File: src/sv/mqcp_pkg.sv
`timescale 1ns / 1ps
`default_nettype none
// Package for the MQTT control packet parser: phase codes, status and type codes,
// the summary result type and the phase helper functions. No dependencies.
package mqcp_pkg;

	typedef enum logic [23:0] {
		PH_FIRST    = 24'h000001,
		PH_LEN      = 24'h000002,
		PH_CN_NLHI  = 24'h000004,
		PH_CN_NLLO  = 24'h000008,
		PH_CN_NAME  = 24'h000010,
		PH_CN_LEVEL = 24'h000020,
		PH_CN_FLAGS = 24'h000040,
		PH_CN_KAHI  = 24'h000080,
		PH_CN_KALO  = 24'h000100,
		PH_DONE     = 24'h000200,
		PH_BAD      = 24'h000400,
		PH_CA_B0    = 24'h000800,
		PH_CA_B1    = 24'h001000,
		PH_PB_TLHI  = 24'h002000,
		PH_PB_TLLO  = 24'h004000,
		PH_PB_TOPIC = 24'h008000,
		PH_PB_IDHI  = 24'h010000,
		PH_PB_IDLO  = 24'h020000,
		PH_SB_IDHI  = 24'h040000,
		PH_SB_IDLO  = 24'h080000,
		PH_SB_FLHI  = 24'h100000,
		PH_SB_FLLO  = 24'h200000,
		PH_SB_FILT  = 24'h400000,
		PH_SB_OPTS  = 24'h800000
	} phase_t;

	localparam logic [1:0] ST_OK   = 2'd0;
	localparam logic [1:0] ST_MORE = 2'd1;
	localparam logic [1:0] ST_BAD  = 2'd2;

	localparam logic [3:0] TYPE_CONNECT   = 4'd1;
	localparam logic [3:0] TYPE_CONNACK   = 4'd2;
	localparam logic [3:0] TYPE_PUBLISH   = 4'd3;
	localparam logic [3:0] TYPE_SUBSCRIBE = 4'd8;

	localparam logic [28:0] OFFSET_MAX = 29'h1FFF_FFFF;
	localparam logic [7:0]  COUNT_MAX  = 8'hFF;
	localparam logic [1:0]  LEN_LAST   = 2'd3;

	typedef struct packed {
		logic [1:0]  status;
		logic [3:0]  packet_type;
		logic [3:0]  header_flags;
		logic [27:0] rem_length;
		logic [15:0] packet_ident;
		logic [15:0] keepalive_secs;
		logic [7:0]  connect_flags;
		logic [7:0]  protocol_level;
		logic [7:0]  connack_code;
		logic        sess_present;
		logic [15:0] topic_length;
		logic [7:0]  filter_count;
	} result_t;

	function automatic phase_t start_phase(input logic [3:0] ptype);
		phase_t ph;
		case (ptype)
			TYPE_CONNECT: ph = PH_CN_NLHI;
			TYPE_CONNACK: ph = PH_CA_B0;
			TYPE_PUBLISH: ph = PH_PB_TLHI;
			TYPE_SUBSCRIBE: ph = PH_SB_IDHI;
			default: ph = PH_DONE;
		endcase
		return ph;
	endfunction

	function automatic logic [1:0] status_of(input phase_t ph);
		logic [1:0] st;
		case (ph)
			PH_DONE: st = ST_OK;
			PH_BAD: st = ST_BAD;
			PH_CN_NLHI, PH_CN_NLLO, PH_CN_NAME, PH_CN_LEVEL,
			PH_CN_FLAGS, PH_CN_KAHI, PH_CN_KALO: st = ST_MORE;
			PH_CA_B0, PH_CA_B1: st = ST_MORE;
			PH_PB_TLHI, PH_PB_TLLO, PH_PB_TOPIC: st = ST_BAD;
			PH_PB_IDHI, PH_PB_IDLO, PH_SB_IDHI, PH_SB_IDLO: st = ST_MORE;
			default: st = ST_OK;
		endcase
		return st;
	endfunction

endpackage
`default_nettype wire

File: src/sv/mqcp_in_if.sv
`timescale 1ns / 1ps
`default_nettype none
// Byte request channel of the MQTT control packet parser: valid, ready and one
// buffer byte with its end mark. No dependencies.
interface mqcp_in_if;
	logic       valid;
	logic       ready;
	logic [7:0] data_byte;
	logic       buffer_end;

	modport source (output valid, output data_byte, output buffer_end, input ready);
	modport sink (input valid, input data_byte, input buffer_end, output ready);
endinterface
`default_nettype wire

File: src/sv/mqcp_out_if.sv
`timescale 1ns / 1ps
`default_nettype none
// Summary request channel of the MQTT control packet parser: valid, ready and
// the decoded header fields. No dependencies.
interface mqcp_out_if;
	logic        valid;
	logic        ready;
	logic [1:0]  status;
	logic [3:0]  packet_type;
	logic [3:0]  header_flags;
	logic [27:0] rem_length;
	logic [15:0] packet_ident;
	logic [15:0] keepalive_secs;
	logic [7:0]  connect_flags;
	logic [7:0]  protocol_level;
	logic [7:0]  connack_code;
	logic        sess_present;
	logic [15:0] topic_length;
	logic [7:0]  filter_count;

	modport source (output valid, output status, output packet_type, output header_flags,
		output rem_length, output packet_ident, output keepalive_secs,
		output connect_flags, output protocol_level, output connack_code,
		output sess_present, output topic_length, output filter_count, input ready);
	modport sink (input valid, input status, input packet_type, input header_flags,
		input rem_length, input packet_ident, input keepalive_secs,
		input connect_flags, input protocol_level, input connack_code,
		input sess_present, input topic_length, input filter_count, output ready);
endinterface
`default_nettype wire

File: src/sv/mqcp_skid.sv
`timescale 1ns / 1ps
`default_nettype none
// Two-entry output buffer for summary requests: an output register and a skid register.
// Depends on mqcp_pkg and mqcp_out_if.
module mqcp_skid (
	input  wire                   clk,
	input  wire                   arst_n,
	input  wire                   push,
	input  wire mqcp_pkg::result_t push_data,
	output logic                  space,
	mqcp_out_if.source            res
);
	import mqcp_pkg::*;

	logic    out_valid_q;
	logic    skid_valid_q;
	result_t out_q;
	result_t skid_q;
	logic    out_free;

	assign out_free = !out_valid_q || res.ready;
	assign space = !skid_valid_q;

	always_ff @(posedge clk or negedge arst_n) begin
		if (!arst_n) begin
			out_valid_q <= 1'b0;
			skid_valid_q <= 1'b0;
		end else if (out_free) begin
			if (skid_valid_q) begin
				out_valid_q <= 1'b1;
				skid_valid_q <= 1'b0;
			end else begin
				out_valid_q <= push;
			end
		end else if (push) begin
			skid_valid_q <= 1'b1;
		end
	end

	always_ff @(posedge clk) begin
		if (out_free) begin
			if (skid_valid_q) begin
				out_q <= skid_q;
			end else if (push) begin
				out_q <= push_data;
			end
		end else if (push) begin
			skid_q <= push_data;
		end
	end

	assign res.valid = out_valid_q;
	assign res.status = out_q.status;
	assign res.packet_type = out_q.packet_type;
	assign res.header_flags = out_q.header_flags;
	assign res.rem_length = out_q.rem_length;
	assign res.packet_ident = out_q.packet_ident;
	assign res.keepalive_secs = out_q.keepalive_secs;
	assign res.connect_flags = out_q.connect_flags;
	assign res.protocol_level = out_q.protocol_level;
	assign res.connack_code = out_q.connack_code;
	assign res.sess_present = out_q.sess_present;
	assign res.topic_length = out_q.topic_length;
	assign res.filter_count = out_q.filter_count;
endmodule
`default_nettype wire

File: src/sv/mqtt_control_packet_parser_top.sv
`timescale 1ns / 1ps
`default_nettype none
// MQTT control packet parser: one buffer byte per request, one summary per buffer.
// Throughput is one byte per cycle; the byte-wide phase state machine takes a new byte
// every cycle while the two-entry output buffer has room. The summary is registered in
// that output buffer when the last byte of a buffer is accepted. Asynchronous reset clears
// the phase, the counters, the captured fields and the output buffer.
// Depends on mqcp_pkg, mqcp_in_if, mqcp_out_if and mqcp_skid.
module mqtt_control_packet_parser_top (
	input  wire         clk,
	input  wire         arst_n,
	mqcp_in_if.sink     pkt,
	mqcp_out_if.source  res
);
	import mqcp_pkg::*;

	phase_t      phase_q, n_phase, ph_end;
	logic [28:0] offset_q, n_offset;
	logic [27:0] len_q, n_len, len_grp;
	logic [1:0]  lcnt_q, n_lcnt;
	logic [15:0] left_q, n_left, left_dec;
	logic [7:0]  first_q, n_first;
	logic [15:0] ident_q, n_ident;
	logic [15:0] ka_q, n_ka;
	logic [15:0] cinfo_q, n_cinfo;
	logic [15:0] tlen_q, n_tlen;
	logic [7:0]  fcnt_q, n_fcnt;
	logic [7:0]  b;
	logic        accept;
	logic        space;
	result_t     res_d;

	assign b = pkt.data_byte;
	assign pkt.ready = space;
	assign accept = pkt.valid && space;
	assign left_dec = left_q - 16'd1;

	always_comb begin
		case (lcnt_q)
			2'd0: len_grp = {21'd0, b[6:0]};
			2'd1: len_grp = {14'd0, b[6:0], 7'd0};
			2'd2: len_grp = {7'd0, b[6:0], 14'd0};
			default: len_grp = {b[6:0], 21'd0};
		endcase
	end

	always_comb begin
		n_phase = phase_q;
		n_offset = offset_q;
		n_len = len_q;
		n_lcnt = lcnt_q;
		n_left = left_q;
		n_first = first_q;
		n_ident = ident_q;
		n_ka = ka_q;
		n_cinfo = cinfo_q;
		n_tlen = tlen_q;
		n_fcnt = fcnt_q;
		if (phase_q == PH_FIRST) begin
			n_first = b;
			n_phase = PH_LEN;
		end else if (phase_q == PH_LEN) begin
			n_len = len_q | len_grp;
			if (!b[7] || lcnt_q == LEN_LAST) begin
				n_phase = start_phase(first_q[7:4]);
			end else begin
				n_lcnt = lcnt_q + 2'd1;
			end
		end else begin
			if (offset_q != OFFSET_MAX) begin
				n_offset = offset_q + 29'd1;
			end
			case (phase_q)
				PH_CN_NLHI: begin
					n_left = {b, 8'd0};
					n_phase = PH_CN_NLLO;
				end
				PH_CN_NLLO: begin
					n_left = {left_q[15:8], b};
					n_phase = ({left_q[15:8], b} == 16'd0) ? PH_CN_LEVEL : PH_CN_NAME;
				end
				PH_CN_NAME: begin
					n_left = left_dec;
					if (left_dec == 16'd0) begin
						n_phase = PH_CN_LEVEL;
					end
				end
				PH_CN_LEVEL: begin
					n_cinfo = {b, 8'd0};
					n_phase = PH_CN_FLAGS;
				end
				PH_CN_FLAGS: begin
					n_cinfo = {cinfo_q[15:8], b};
					n_phase = PH_CN_KAHI;
				end
				PH_CN_KAHI: begin
					n_ka = {b, 8'd0};
					n_phase = PH_CN_KALO;
				end
				PH_CN_KALO: begin
					n_ka = {ka_q[15:8], b};
					n_phase = PH_DONE;
				end
				PH_CA_B0: begin
					n_cinfo = {7'd0, b[0], 8'd0};
					n_phase = PH_CA_B1;
				end
				PH_CA_B1: begin
					n_cinfo = {cinfo_q[15:8], b};
					n_phase = PH_DONE;
				end
				PH_PB_TLHI: begin
					n_tlen = {b, 8'd0};
					n_phase = PH_PB_TLLO;
				end
				PH_PB_TLLO: begin
					n_tlen = {tlen_q[15:8], b};
					n_left = {tlen_q[15:8], b};
					n_phase = ({tlen_q[15:8], b} == 16'd0) ? PH_BAD : PH_PB_TOPIC;
				end
				PH_PB_TOPIC: begin
					n_left = left_dec;
					if (left_dec == 16'd0) begin
						n_phase = (first_q[2:1] != 2'd0) ? PH_PB_IDHI : PH_DONE;
					end
				end
				PH_PB_IDHI: begin
					n_ident = {b, 8'd0};
					n_phase = PH_PB_IDLO;
				end
				PH_PB_IDLO: begin
					n_ident = {ident_q[15:8], b};
					n_phase = PH_DONE;
				end
				PH_SB_IDHI: begin
					n_ident = {b, 8'd0};
					n_phase = PH_SB_IDLO;
				end
				PH_SB_IDLO: begin
					n_ident = {ident_q[15:8], b};
					n_phase = PH_SB_FLHI;
				end
				PH_SB_FLHI: begin
					n_left = {b, 8'd0};
					n_phase = PH_SB_FLLO;
				end
				PH_SB_FLLO: begin
					n_left = {left_q[15:8], b};
					n_phase = ({left_q[15:8], b} == 16'd0) ? PH_DONE : PH_SB_FILT;
				end
				PH_SB_FILT: begin
					n_left = left_dec;
					if (left_dec == 16'd0) begin
						if (fcnt_q != COUNT_MAX) begin
							n_fcnt = fcnt_q + 8'd1;
						end
						n_phase = PH_SB_OPTS;
					end
				end
				PH_SB_OPTS: begin
					n_phase = PH_SB_FLHI;
				end
				default: begin
					n_phase = phase_q;
				end
			endcase
		end
	end

	// A buffer that ends while the remaining length is still being read is judged
	// as though the body had started.
	assign ph_end = (n_phase == PH_LEN) ? start_phase(first_q[7:4]) : n_phase;

	always_comb begin
		res_d = '0;
		if (phase_q == PH_FIRST) begin
			res_d.status = ST_MORE;
		end else begin
			res_d.status = ({1'b0, n_len} > n_offset) ? ST_MORE : status_of(ph_end);
			res_d.packet_type = first_q[7:4];
			res_d.header_flags = first_q[3:0];
			res_d.rem_length = n_len;
			if (res_d.status == ST_OK) begin
				case (first_q[7:4])
					TYPE_CONNECT: begin
						res_d.keepalive_secs = n_ka;
						res_d.connect_flags = n_cinfo[7:0];
						res_d.protocol_level = n_cinfo[15:8];
					end
					TYPE_CONNACK: begin
						res_d.connack_code = n_cinfo[7:0];
						res_d.sess_present = n_cinfo[8];
					end
					TYPE_PUBLISH: begin
						res_d.packet_ident = n_ident;
						res_d.topic_length = n_tlen;
					end
					TYPE_SUBSCRIBE: begin
						res_d.packet_ident = n_ident;
						res_d.filter_count = n_fcnt;
					end
					default: begin
						res_d.packet_ident = 16'd0;
					end
				endcase
			end
		end
	end

	always_ff @(posedge clk or negedge arst_n) begin
		if (!arst_n) begin
			phase_q <= PH_FIRST;
			offset_q <= '0;
			len_q <= '0;
			lcnt_q <= '0;
			left_q <= '0;
			first_q <= '0;
			ident_q <= '0;
			ka_q <= '0;
			cinfo_q <= '0;
			tlen_q <= '0;
			fcnt_q <= '0;
		end else if (accept) begin
			if (pkt.buffer_end) begin
				phase_q <= PH_FIRST;
				offset_q <= '0;
				len_q <= '0;
				lcnt_q <= '0;
				left_q <= '0;
				first_q <= '0;
				ident_q <= '0;
				ka_q <= '0;
				cinfo_q <= '0;
				tlen_q <= '0;
				fcnt_q <= '0;
			end else begin
				phase_q <= n_phase;
				offset_q <= n_offset;
				len_q <= n_len;
				lcnt_q <= n_lcnt;
				left_q <= n_left;
				first_q <= n_first;
				ident_q <= n_ident;
				ka_q <= n_ka;
				cinfo_q <= n_cinfo;
				tlen_q <= n_tlen;
				fcnt_q <= n_fcnt;
			end
		end
	end

	mqcp_skid u_skid (
		.clk       (clk),
		.arst_n    (arst_n),
		.push      (accept && pkt.buffer_end),
		.push_data (res_d),
		.space     (space),
		.res       (res)
	);
endmodule
`default_nettype wire

File: src/flat_wrapper.sv
// flat-port wrapper written by rule: the top's interface ports become plain ports
module mqtt_control_packet_parser_top_flat import mqcp_pkg::*;
  (clk, arst_n, pkt_valid, pkt_data_byte, pkt_buffer_end, pkt_ready, res_valid, res_status, res_packet_type, res_header_flags, res_rem_length, res_packet_ident, res_keepalive_secs, res_connect_flags, res_protocol_level, res_connack_code, res_sess_present, res_topic_length, res_filter_count, res_ready);
  mqcp_in_if pkt_i ();
  mqcp_out_if res_i ();
  input  wire clk;
  input  wire arst_n;
  input wire logic [$bits(pkt_i.valid)-1:0] pkt_valid;
  input wire logic [$bits(pkt_i.data_byte)-1:0] pkt_data_byte;
  input wire logic [$bits(pkt_i.buffer_end)-1:0] pkt_buffer_end;
  output wire logic [$bits(pkt_i.ready)-1:0] pkt_ready;
  output wire logic [$bits(res_i.valid)-1:0] res_valid;
  output wire logic [$bits(res_i.status)-1:0] res_status;
  output wire logic [$bits(res_i.packet_type)-1:0] res_packet_type;
  output wire logic [$bits(res_i.header_flags)-1:0] res_header_flags;
  output wire logic [$bits(res_i.rem_length)-1:0] res_rem_length;
  output wire logic [$bits(res_i.packet_ident)-1:0] res_packet_ident;
  output wire logic [$bits(res_i.keepalive_secs)-1:0] res_keepalive_secs;
  output wire logic [$bits(res_i.connect_flags)-1:0] res_connect_flags;
  output wire logic [$bits(res_i.protocol_level)-1:0] res_protocol_level;
  output wire logic [$bits(res_i.connack_code)-1:0] res_connack_code;
  output wire logic [$bits(res_i.sess_present)-1:0] res_sess_present;
  output wire logic [$bits(res_i.topic_length)-1:0] res_topic_length;
  output wire logic [$bits(res_i.filter_count)-1:0] res_filter_count;
  input wire logic [$bits(res_i.ready)-1:0] res_ready;
  assign pkt_i.valid = pkt_valid;
  assign pkt_i.data_byte = pkt_data_byte;
  assign pkt_i.buffer_end = pkt_buffer_end;
  assign pkt_ready = pkt_i.ready;
  assign res_valid = res_i.valid;
  assign res_status = res_i.status;
  assign res_packet_type = res_i.packet_type;
  assign res_header_flags = res_i.header_flags;
  assign res_rem_length = res_i.rem_length;
  assign res_packet_ident = res_i.packet_ident;
  assign res_keepalive_secs = res_i.keepalive_secs;
  assign res_connect_flags = res_i.connect_flags;
  assign res_protocol_level = res_i.protocol_level;
  assign res_connack_code = res_i.connack_code;
  assign res_sess_present = res_i.sess_present;
  assign res_topic_length = res_i.topic_length;
  assign res_filter_count = res_i.filter_count;
  assign res_i.ready = res_ready;
  mqtt_control_packet_parser_top u_core (.clk(clk), .arst_n(arst_n), .pkt(pkt_i), .res(res_i));
endmodule
File: config.mk
export PLATFORM = sky130hd
export DESIGN_NAME = mqtt_control_packet_parser_top_flat
export DESIGN_NICKNAME = d
export VERILOG_FILES = /design/src/sv/mqcp_pkg.sv /design/src/sv/mqcp_in_if.sv /design/src/sv/mqcp_out_if.sv /design/src/sv/mqcp_skid.sv /design/src/sv/mqtt_control_packet_parser_top.sv /design/src/flat_wrapper.sv
export SDC_FILE = /design/constraint.sdc
export NUM_CORES = 1
export LEC_CHECK = 0
export ABC_CLOCK_PERIOD_IN_PS = 9050
export BUFFER_PORTS_ARGS = -buffer_cell sky130_fd_sc_hd__buf_2
export CORE_MARGIN = 2
export CORE_UTILIZATION = 40
export DETAILED_ROUTE_END_ITERATION = 8
export GPL_ROUTABILITY_DRIVEN = 0
export GPL_TIMING_DRIVEN = 0
export SLEW_MARGIN = 40
export SYNTH_ARGS = -nofsm -noshare
export SYNTH_HDL_FRONTEND = slang
export SYNTH_SLANG_ARGS = --single-unit
File: constraint.sdc
create_clock -name clk -period 9.05 [get_ports clk]
set_input_delay 1.81 -clock clk [delete_from_list [all_inputs] [get_ports clk]]
set_output_delay 1.81 -clock clk [all_outputs]
set_load 0.05 [all_outputs]
==> flow_summary.yaml, run 1 <==
die:
  initial_core_util: 0.407
  io_pins: 134
  die_area_um2: 56800
  core_area_um2: 54000
  die_h_um: 238
  dieWidth_um: 238
  fp-row-count: 85
drt:
  dr.pass1.iters: 6
  via_per_inst: 5.94
  route.detailed.drc: 0
  antenna_left: 0
  dr_total_vias: 18800
  wire_per_inst_um: 22.4
  routed_wl_mm: 71.1
  drt_iter0_markers: 1859
hold_path:
  min_path_cells: 2
  hold_path_class: "reg2reg"
  hp-start: "u_core.ka_q[5]"
  hold_end: "u_core.ka_q[5]"
worst_setup_path:
  cp.required_ps: 9360
  critPathKind: "reg2reg"
  r2r-start: "u_core.phase_q[21]"
  r2r.worst_path.cells: 26
  worstSetupEndpointType: "register"
  path_max_fanout: 10
  r2r_end: "u_core.u_skid.res.connack_code[0]"
  arrival_ps: 7740
  cp-start-kind: "register"
  reg2reg_slack_ps: 1620
placement:
  dpl.cell_count: 3079
  dp_hpwl_mm: 51.6
  numPortBuffers: 125
global_routing:
  met3_usage: 0.0509
  grt_use_total: 0.248
  use_met2: 0.393
  grt_start_max_net_pins: 72
  gr-total-overflow: 0
  top_usage_layer: "met2"
  antenna_found_initial: 2
  grt_pass1_vias: 17700
  grtUsageMet1: 0.321
  grt_pass1_wl_mm: 107
cells_and_area:
  multi_input_area_um2: 9390
  layout_commonest_cell: "nand2_1"
  final_cell_mix: "318 x nand2_1, 238 x edfxtp_1, 180 x dfrtp_1"
  fin_cells: 3170
  regArea_um2: 11700
  num-fill-cells: 5069
  layout-drive-gt1-share: 0.129
  layout.nets: 2483
  syn_to_final_growth_pct: 15.9
clocking:
  cts_buffer_depth: 3
  root_buffer: "clkbuf_16"
  clk_pin_slew_ps: 60
  cts_resized: 0
  clk_latency_ps: 590
  cts.sink_count: 419
  cts_tree: "yes"
  ctsHoldBuffers: 0
  htree_levels: 2
  cts_buffers: 48
  cts_setup_buffers: 0
yosys:
  ys_types: 80
  synth.yosys.seq_area_share: 0.531
  synth.cell_area_um2: 22000
  synth_seq_cells: 419
  synth_edf_count: 238
  synth_nets: 2290
  synth_area_per_cell_um2: 9.81
  yosys_warnings: 0
  ys.flop_type: "edfxtp_1"
  syn_inst: 2240
  async_reset_ff_frac: 0.432
sta:
  slew_violations: 0
  hold_ws_ps: 478
  worst_pin_slew_ps: 929
  fin_tns_setup_ps: 0
  fmax_mhz: 135
  finalSetupViolCount: 0
  finClkSkew_ps: 23.7
  rsz0062_at_grt: "false"
  hold_viol: 0
  min_period_ps: 7430
  finalCritPeriodShare: 0.821
  maxSlewHeadroom: 0.381
power:
  power_mw: 9.43
  p_per_area_nw_per_um2: 370
  p_leak_nw: 9.75
  ir_worst_vdd_v: 0.000272
outcome:
  status: "finished, final reports clean"
run:
  max-cap-violations: 0
report_power, final:
part           internal, mW  total (mW)  switching [mW]  leakage (nW)
Combinational          1.34        5.12            3.79          4.24
Clock                  1.15        1.94           0.792         0.757
Sequential             2.24        2.37           0.132          4.76
registers in the layout, indices dropped and copies added (netlist names), 16 cells and up:
signal                            flops
u_core.phase_q                       24
u_core.u_skid.res.packet_ident       16
u_core.cinfo_q                       16
u_core.u_skid.skid_q                119
u_core.u_skid.res.topic_length       16
u_core.len_q                         28
u_core.ka_q                          16
u_core.offset_q                      29
u_core.left_q                        16
u_core.tlen_q                        16
u_core.ident_q                       16
u_core.u_skid.res.keepalive_secs     16
u_core.u_skid.res.rem_length         28
cell families (layout without fill, tap and decap cells):
| group | count (synthesis) | count (layout) | share of synthesized area |
|---|---|---|---|
| compound gates | 605 | 605 | 0.177 |
| flops | 419 | 419 | 0.531 |
| mux | 27 | 27 | 0.0129 |
| fa+ha+maj | 37 | 37 | 0.0211 |
| buf+inv | 235 | 467 | 0.0451 |
| simple gates | 870 | 870 | 0.194 |
| other cells | 0 | 2 | 0 |
| xor+xnor | 47 | 47 | 0.0187 |
metal layers:
| metal | part of all wire | vias to the layer above |
|---|---|---|
| met3 | 0.077 | 203 |
| met1 | 0.41 | 9072 |
| met5 | 0 | - |
| li1 | - | 8747 |
| met4 | 0.058 | 0 |
| met2 | 0.46 | 795 |
synthesized netlist by cell type, types with 9 or more instances:
cell,number,area share
buf_2,33,0.0075
nor3_1,43,0.0098
mux2i_1,16,0.0073
or3_1,10,0.0028
o41ai_1,85,0.034
nand4_1,22,0.0063
or2_2,11,0.0031
nor2_1,179,0.031
and2_1,27,0.0077
nor4_1,109,0.031
xor2_1,25,0.010
or4_1,11,0.0038
mux2_2,11,0.0056
edfxtp_1,238,0.33
xnor2_1,22,0.0088
a211oi_1,11,0.0038
ha_1,37,0.021
a31oi_1,27,0.0077
inv_1,43,0.0073
and3_1,21,0.0060
o31ai_1,40,0.014
nand2b_1,23,0.0065
a21oi_1,164,0.037
nand2_1,318,0.054
nand3_1,29,0.0066
nor2b_1,27,0.0077
a22oi_1,47,0.016
o21ai_0,159,0.036
clkbuf_1,137,0.023
dfrtp_1,180,0.20
buf_1,10,0.0017
o21a_1,9,0.0031
how the worst max path moves through the flow:
stage / from / to / cells after the start
3_5_place_dp: u_core.phase_q[21] / u_core.u_skid.res.connack_code[0] / 25
4_1_cts: u_core.phase_q[21] / u_core.u_skid.skid_q[79] / 25
3_3_place_gp: pkt_buffer_end / u_core.u_skid.skid_q[12] / 5
2_1_floorplan: pkt_buffer_end / u_core.u_skid.skid_q[0] / 5
5_1_grt: u_core.phase_q[21] / u_core.u_skid.skid_q[80] / 26
6_report: u_core.phase_q[21] / u_core.u_skid.res.connack_code[0] / 26
metrics by stage:
step | setup slack [ps] | area [µm²] | util
after floorplan | 824 | 22000 | -
after global placement | -2890 | 23500 | 0.435
after global routing | 1320 | 25500 | 0.472
after detailed placement | 1800 | 23900 | 0.442
final | 1620 | 25500 | 0.472
after CTS | 1780 | 25500 | 0.471
critical path, stage by stage (launching register included):
cell and delay, ps:
dfrtp_1 360, buf_2 170, or4_1 520, buf_2 200, or3_1 310, buf_2 200, a211oi_2 700, a21oi_1 300
and4_1 300, clkbuf_1 200, nand3_1 260, nor2_1 170, nand3_1 190, nor2_1 100, xnor2_1 150, ha_1 210
a211o_1 280, a211oi_1 330, a211oi_1 130, nand3b_1 100, o21ba_2 230, a211oi_1 290, o21ai_1 150, a31oi_4 570
buf_6 260, buf_2 280, o31ai_1 160
final cells by class:
type,instances,area share
Sequential cell,419,0.458
Multi-Input combinational cell,1586,0.369
Clock buffer,73,0.0548
Timing Repair Buffer,143,0.0382
Tap cell,696,0.0342
Buffer,191,0.0328
Clock inverter,16,0.00653
Inverter,44,0.00648
Antenna cell,2,0.000196
Note: power is estimated with default switching activity, not from simulation.
==> inputs of run 2 (changes only) <==
- ABC_CLOCK_PERIOD_IN_PS: 9050 -> 6200
- clock period: 9.05 -> 6.2 ns (I/O delays scaled with it)
==> run 2 against run 1 <==
Worst hold slack improved by 4.9 ps; count of clock-buffer cells in the layout fell by 9; routed wire length rose by 1.3%; register-to-register slack got worse by 1500 ps; worst setup slack got worse by 1500 ps; combinational power rose by 54%; critical endpoint is now u_core.u_skid.res.sess_present; largest cell class unchanged; largest power group unchanged.
==> flow_summary.yaml, run 2 (synthesis gave the netlist of run 1 again) <==
outcome:
  status: "finished, final reports clean"
drt:
  via_per_inst: 6.03
  drt_iter0_markers: 2088
  route.detailed.drc: 0
  antenna_left: 0
  dr_total_vias: 19200
  wire_per_inst_um: 22.7
  routed_wl_mm: 72.1
  dr.pass1.iters: 8
power:
  power_frac_clock: 0.208
  power_mw: 14.3
  seqPwrFrac: 0.242
  p_per_area_nw_per_um2: 552
  p_leak_nw: 10.0
  combPwrFrac: 0.550
  ir_worst_vdd_v: 0.000330
  switching_share: 0.502
  switchingPower_mw: 7.18
  p_int_mw: 7.13
clocking:
  cts.sink_count: 419
  ctsHoldBuffers: 0
  htree_levels: 2
  clk_latency_ps: 610
  cts_buffers: 49
  cts_buffer_depth: 3
  root_buffer: "clkbuf_16"
  cts_tree: "yes"
  clk_pin_slew_ps: 60
cells_and_area:
  fin_util: 0.480
  fin_cells: 3174
  final_cell_mix: "317 x nand2_1, 238 x edfxtp_1, 180 x dfrtp_1"
  syn_to_final_growth_pct: 18.0
  largest_register_ffs: 119
  top_register: "u_core.u_skid.skid_q"
  layout-drive-gt1-share: 0.152
  layout.nets: 2485
  layout_commonest_cell: "nand2_1"
  reg.largest.list: "u_core.u_skid.skid_q (119), u_core.offset_q (29)"
global_routing:
  gr-total-overflow: 0
  grt_start_max_net_pins: 70
  antenna_found_initial: 2
  grt_use_total: 0.249
  grt_pass1_wl_mm: 108
  grt_pass1_vias: 17900
worst_setup_path:
  cp.required_ps: 6530
  arrival_ps: 6370
  critPathKind: "reg2reg"
  worstSetupEndpointType: "register"
  reg2reg_slack_ps: 150
  path_max_fanout: 10
  cp-start-kind: "register"
hold_path:
  hold_path_class: "reg2reg"
sta:
  finClkSkew_ps: 31.8
  rsz0062_at_grt: "false"
  slew_violations: 0
  maxSlewHeadroom: 0.373
  min_period_ps: 6050
  hold_viol: 0
  worst_pin_slew_ps: 941
  finalSetupViolCount: 0
  fmax_mhz: 165
  finalCritPeriodShare: 0.975
die:
  fp-row-count: 85
  io_pins: 134
  core_area_um2: 54000
  initial_core_util: 0.407
  die_h_um: 238
  die_area_um2: 56800
  dieWidth_um: 238
placement:
  dpl.cell_count: 3078
  numPortBuffers: 125
  dp_hpwl_mm: 51.8
run:
  max-cap-violations: 0
-- run 2: cell types whose count changed in the layout (fill, tap and decap cells not counted), moves of 3 or more --
cell       delta
clkinv_2      +9
o41ai_2      +28
o41ai_1      -29
clkbuf_4      +8
buf_4         +8
clkbuf_1      -8
clkbuf_8      -6
clkinv_1      -3
buf_2        -14
bufinv_16     +4
-- run 2: final timing paths --
check / startpoint / end / cells past startpoint
setup / recovery: u_core.phase_q[21] / u_core.u_skid.res.sess_present / 24
hold / removal: u_core.tlen_q[2] / u_core.tlen_q[2] / 2
setup reg to reg: u_core.phase_q[21] / u_core.u_skid.res.sess_present / 24
hold reg to reg: u_core.tlen_q[2] / u_core.tlen_q[2] / 2
max in group asynchronous: arst_n / u_core.cinfo_q[2] / 3
min in group asynchronous: arst_n / u_core.offset_q[26] / 1
-- run 2: power by group through the flow --
stage	registers [mW]	clock network, mW	logic [mW]
after CTS	3.45	3.03	7.48
after global placement	3.50	0	6.92
after global routing	3.48	3.15	8.37
after detailed placement	3.50	0	7.25
final	3.46	2.98	7.88
after floorplan	3.68	0	4.74
-- run 2: layer usage --
metal  track usage  up-vias  share of wire
li1              -     8746              -
met1         0.328     9260           0.40
met2         0.399      943           0.47
met3        0.0440      204          0.081
met4         0.121        0          0.050
met5             0        -              0
-- run 2: layout make-up --
cell class / instances / area [µm²]
fillers: 5017 / 28100
flip-flops and latches: 419 / 11700
multi-input cells: 1586 / 9700
clock buffers: 64 / 1300
repair buffers: 146 / 986
plain buffers: 189 / 880
well taps: 696 / 871
clock inverters: 27 / 350
inverters: 44 / 165
diodes: 3 / 7.51
-- run 2: through the flow --
stage               instance area [µm²]  hold WS (ps)  setup TNS, ps  worst slack (ps)
global route                      25900           492              0              1.75
CTS                               25800           482              0              10.9
finish                            25900           483              0               154
detailed placement                23900           469        -145880             -1090
floorplan                         22000           442              0               336
global placement                  23500           454        -695320             -2470
-- run 2: worst max-delay path: stages, from the launching register on --
cell and delay [ps]:
dfrtp_1 360, buf_2 170, or4_1 530, buf_2 200
or3_1 310, buf_2 210, a211oi_4 180, buf_4 200
a21oi_4 70, nand2b_4 150, nor4_2 80, and3_1 250
and3_1 230, xnor2_1 210, ha_1 300, a211o_1 330
a211oi_2 260, nand3_1 150, o21ba_4 290, nor3_1 150
o211ai_1 200, a31oi_4 400, buf_12 200, clkbuf_4 210
o41ai_1 110
-- run 2: repair_timing --
action / CTS / global route
resized for setup: 34 / 36
buffers inserted: 3 / 1
cloned: 0 / 0
pin swaps: 4 / 2
setup endpoints to repair: 165 / 162
==> inputs of run 3 (changes only) <==
- ABC_CLOCK_PERIOD_IN_PS: 6200 -> 7500
- CORE_UTILIZATION: 40 -> 48
- PLACE_DENSITY: not set -> 0.65
- clock period: 6.2 -> 7.5 ns (I/O delays scaled with it)
==> run 3 against run 2 <==
Clock skew is 7.1 ps lower; clock power is 24% lower; die area is 16% lower; count of clock-buffer cells in the layout is 1 higher; flip-flop and latch count stayed put; total power is 21% lower; sequential power is 18% lower.
==> flow_summary.yaml, run 3 (synthesis gave the netlist of run 1 again) <==
drt:
  antenna_left: 0
  drt_iter0_markers: 2160
  via_per_inst: 6.18
  dr_total_vias: 19000
  wire_per_inst_um: 22.3
  wl_met3_mm: 5.76
  routed_wl_mm: 68.5
  route.detailed.drc: 0
  dr.max_layer_used: "met4"
  met1_length_mm: 27.5
  dr.pass1.iters: 7
  wl_met2_mm: 31.5
power:
  p_per_area_nw_per_um2: 446
  p_leak_nw: 9.71
  ir_worst_vdd_v: 0.000416
die:
  dieWidth_um: 218
  initial_core_util: 0.485
  fp-row-count: 78
  io_pins: 134
  core_area_um2: 45300
  die_area_um2: 47500
  die_h_um: 218
worst_setup_path:
  crit_family: "compound AO/OA/AOI/OAI gates"
  cp-start-kind: "register"
  path_max_fanout: 10
  arrival_ps: 7340
  slowest_stage: "a31oi_4"
  cp.required_ps: 7790
  slowest_delay_ps: 560
  path_buf_inv: 6
  worstSetupEndpointType: "register"
  critPathKind: "reg2reg"
  cpMostUsedCell: "buf_2"
sta:
  fmax_mhz: 142
  hold_ws_ps: 473
  maxSlewHeadroom: 0.350
  finClkSkew_ps: 24.8
  rsz0062_at_grt: "false"
  slew_violations: 0
  setup_slack_ps: 450
  worst_pin_slew_ps: 975
  min_period_ps: 7050
  finalSetupViolCount: 0
  hold_viol: 0
  finalCritPeriodShare: 0.940
cells_and_area:
  layout-drive-gt1-share: 0.129
  fin_cells: 3069
  syn_to_final_growth_pct: 14.9
  top_register: "u_core.u_skid.skid_q"
  reg.largest.list: "u_core.u_skid.skid_q (119), u_core.offset_q (29)"
  fin_util: 0.558
  layout_commonest_cell: "nand2_1"
  largest_register_ffs: 119
  layout.nets: 2480
  final_cell_mix: "318 x nand2_1, 238 x edfxtp_1, 180 x dfrtp_1"
global_routing:
  grt_pass1_vias: 18200
  grt_use_total: 0.288
  antenna_found_initial: 1
  grt_pass1_wl_mm: 105
  gr-total-overflow: 0
  grt_start_max_net_pins: 74
placement:
  place_ws_ps: 299
  dpl.cell_count: 2982
  numPortBuffers: 125
  dp_hpwl_mm: 49.2
clocking:
  htree_levels: 2
  cts.sink_count: 419
  clk_latency_ps: 600
  root_buffer: "clkbuf_16"
  cts_buffers: 46
  cts_tree: "yes"
  ctsHoldBuffers: 0
  cts_buffer_depth: 3
  clk_pin_slew_ps: 60
run:
  max-cap-violations: 0
hold_path:
  hold_path_class: "reg2reg"
outcome:
  status: "finished, final reports clean"
[run 3: metal layers]
metal | GRT usage | up-vias
met5 | 0 | -
met4 | 0.150 | 0
met3 | 0.0538 | 219
met1 | 0.378 | 9111
met2 | 0.457 | 894
li1 | - | 8736
[run 3: worst paths after layout]
check,slack [ps],start,end,depth (start not counted)
worst max-delay path,450,u_core.phase_q[21],u_core.u_skid.skid_q[2],26
worst max register to register,450,u_core.phase_q[21],u_core.u_skid.skid_q[2],26
max in group asynchronous,5890,arst_n,u_core.phase_q[11],2
worst min-delay path,470,u_core.ka_q[2],u_core.ka_q[2],2
min in group asynchronous,860,arst_n,u_core.len_q[2],1
worst min register to register,470,u_core.ka_q[2],u_core.ka_q[2],2
[run 3: what timing repair did]
| item | in CTS | in global routing |
|---|---|---|
| setup endpoints to repair | 0 | 80 |
| setup buffers | 0 | 0 |
| gates resized for setup | 0 | 2 |
[run 3: final cells by class]
cell class	count	area [µm²]
Sequential cell	419	11700
Buffer	191	840
Clock buffer	65	1270
Multi-Input combinational cell	1586	9410
Inverter	44	165
Antenna cell	2	5.00
Timing Repair Buffer	142	921
Tap cell	600	751
Clock inverter	20	216
Fill cell	4017	20000
[run 3: worst register-to-register path: stages, from the launching register on]
cell and delay [ps]:
dfrtp_1 370, buf_2 170, or4_1 510, buf_2 190, or3_1 320, buf_2 210
a211oi_4 490, a21oi_2 180, and4_1 250, clkbuf_1 200, nand3_1 260, nor2_1 170
nand3_1 210, nor2_1 110, xnor2_1 140, ha_1 200, a211o_1 300, a211oi_1 340
a211oi_1 130, nand3b_1 100, o21ba_2 220, a211oi_1 280, o21ai_1 150, a31oi_4 560
buf_6 270, buf_2 320, nor4_1 110
[run 3: stage by stage]
stage / power (mW) / cell area [µm²] / setup TNS (ps)
after global placement: 8.66 / 23400 / -224540
final: 11.3 / 25300 / 0
after floorplan: 6.96 / 22000 / 0
after CTS: 11.1 / 25200 / 0
after global routing: 11.8 / 25300 / 0
after detailed placement: 8.81 / 23700 / 0
[run 3: power by group]
| group | internal [mW] | switching, mW | total [mW] | leakage, nW |
|---|---|---|---|---|
| Clock | 1.32 | 0.942 | 2.26 | 0.723 |
| Sequential | 2.70 | 0.155 | 2.85 | 4.76 |
| Combinational | 1.62 | 4.53 | 6.15 | 4.23 |
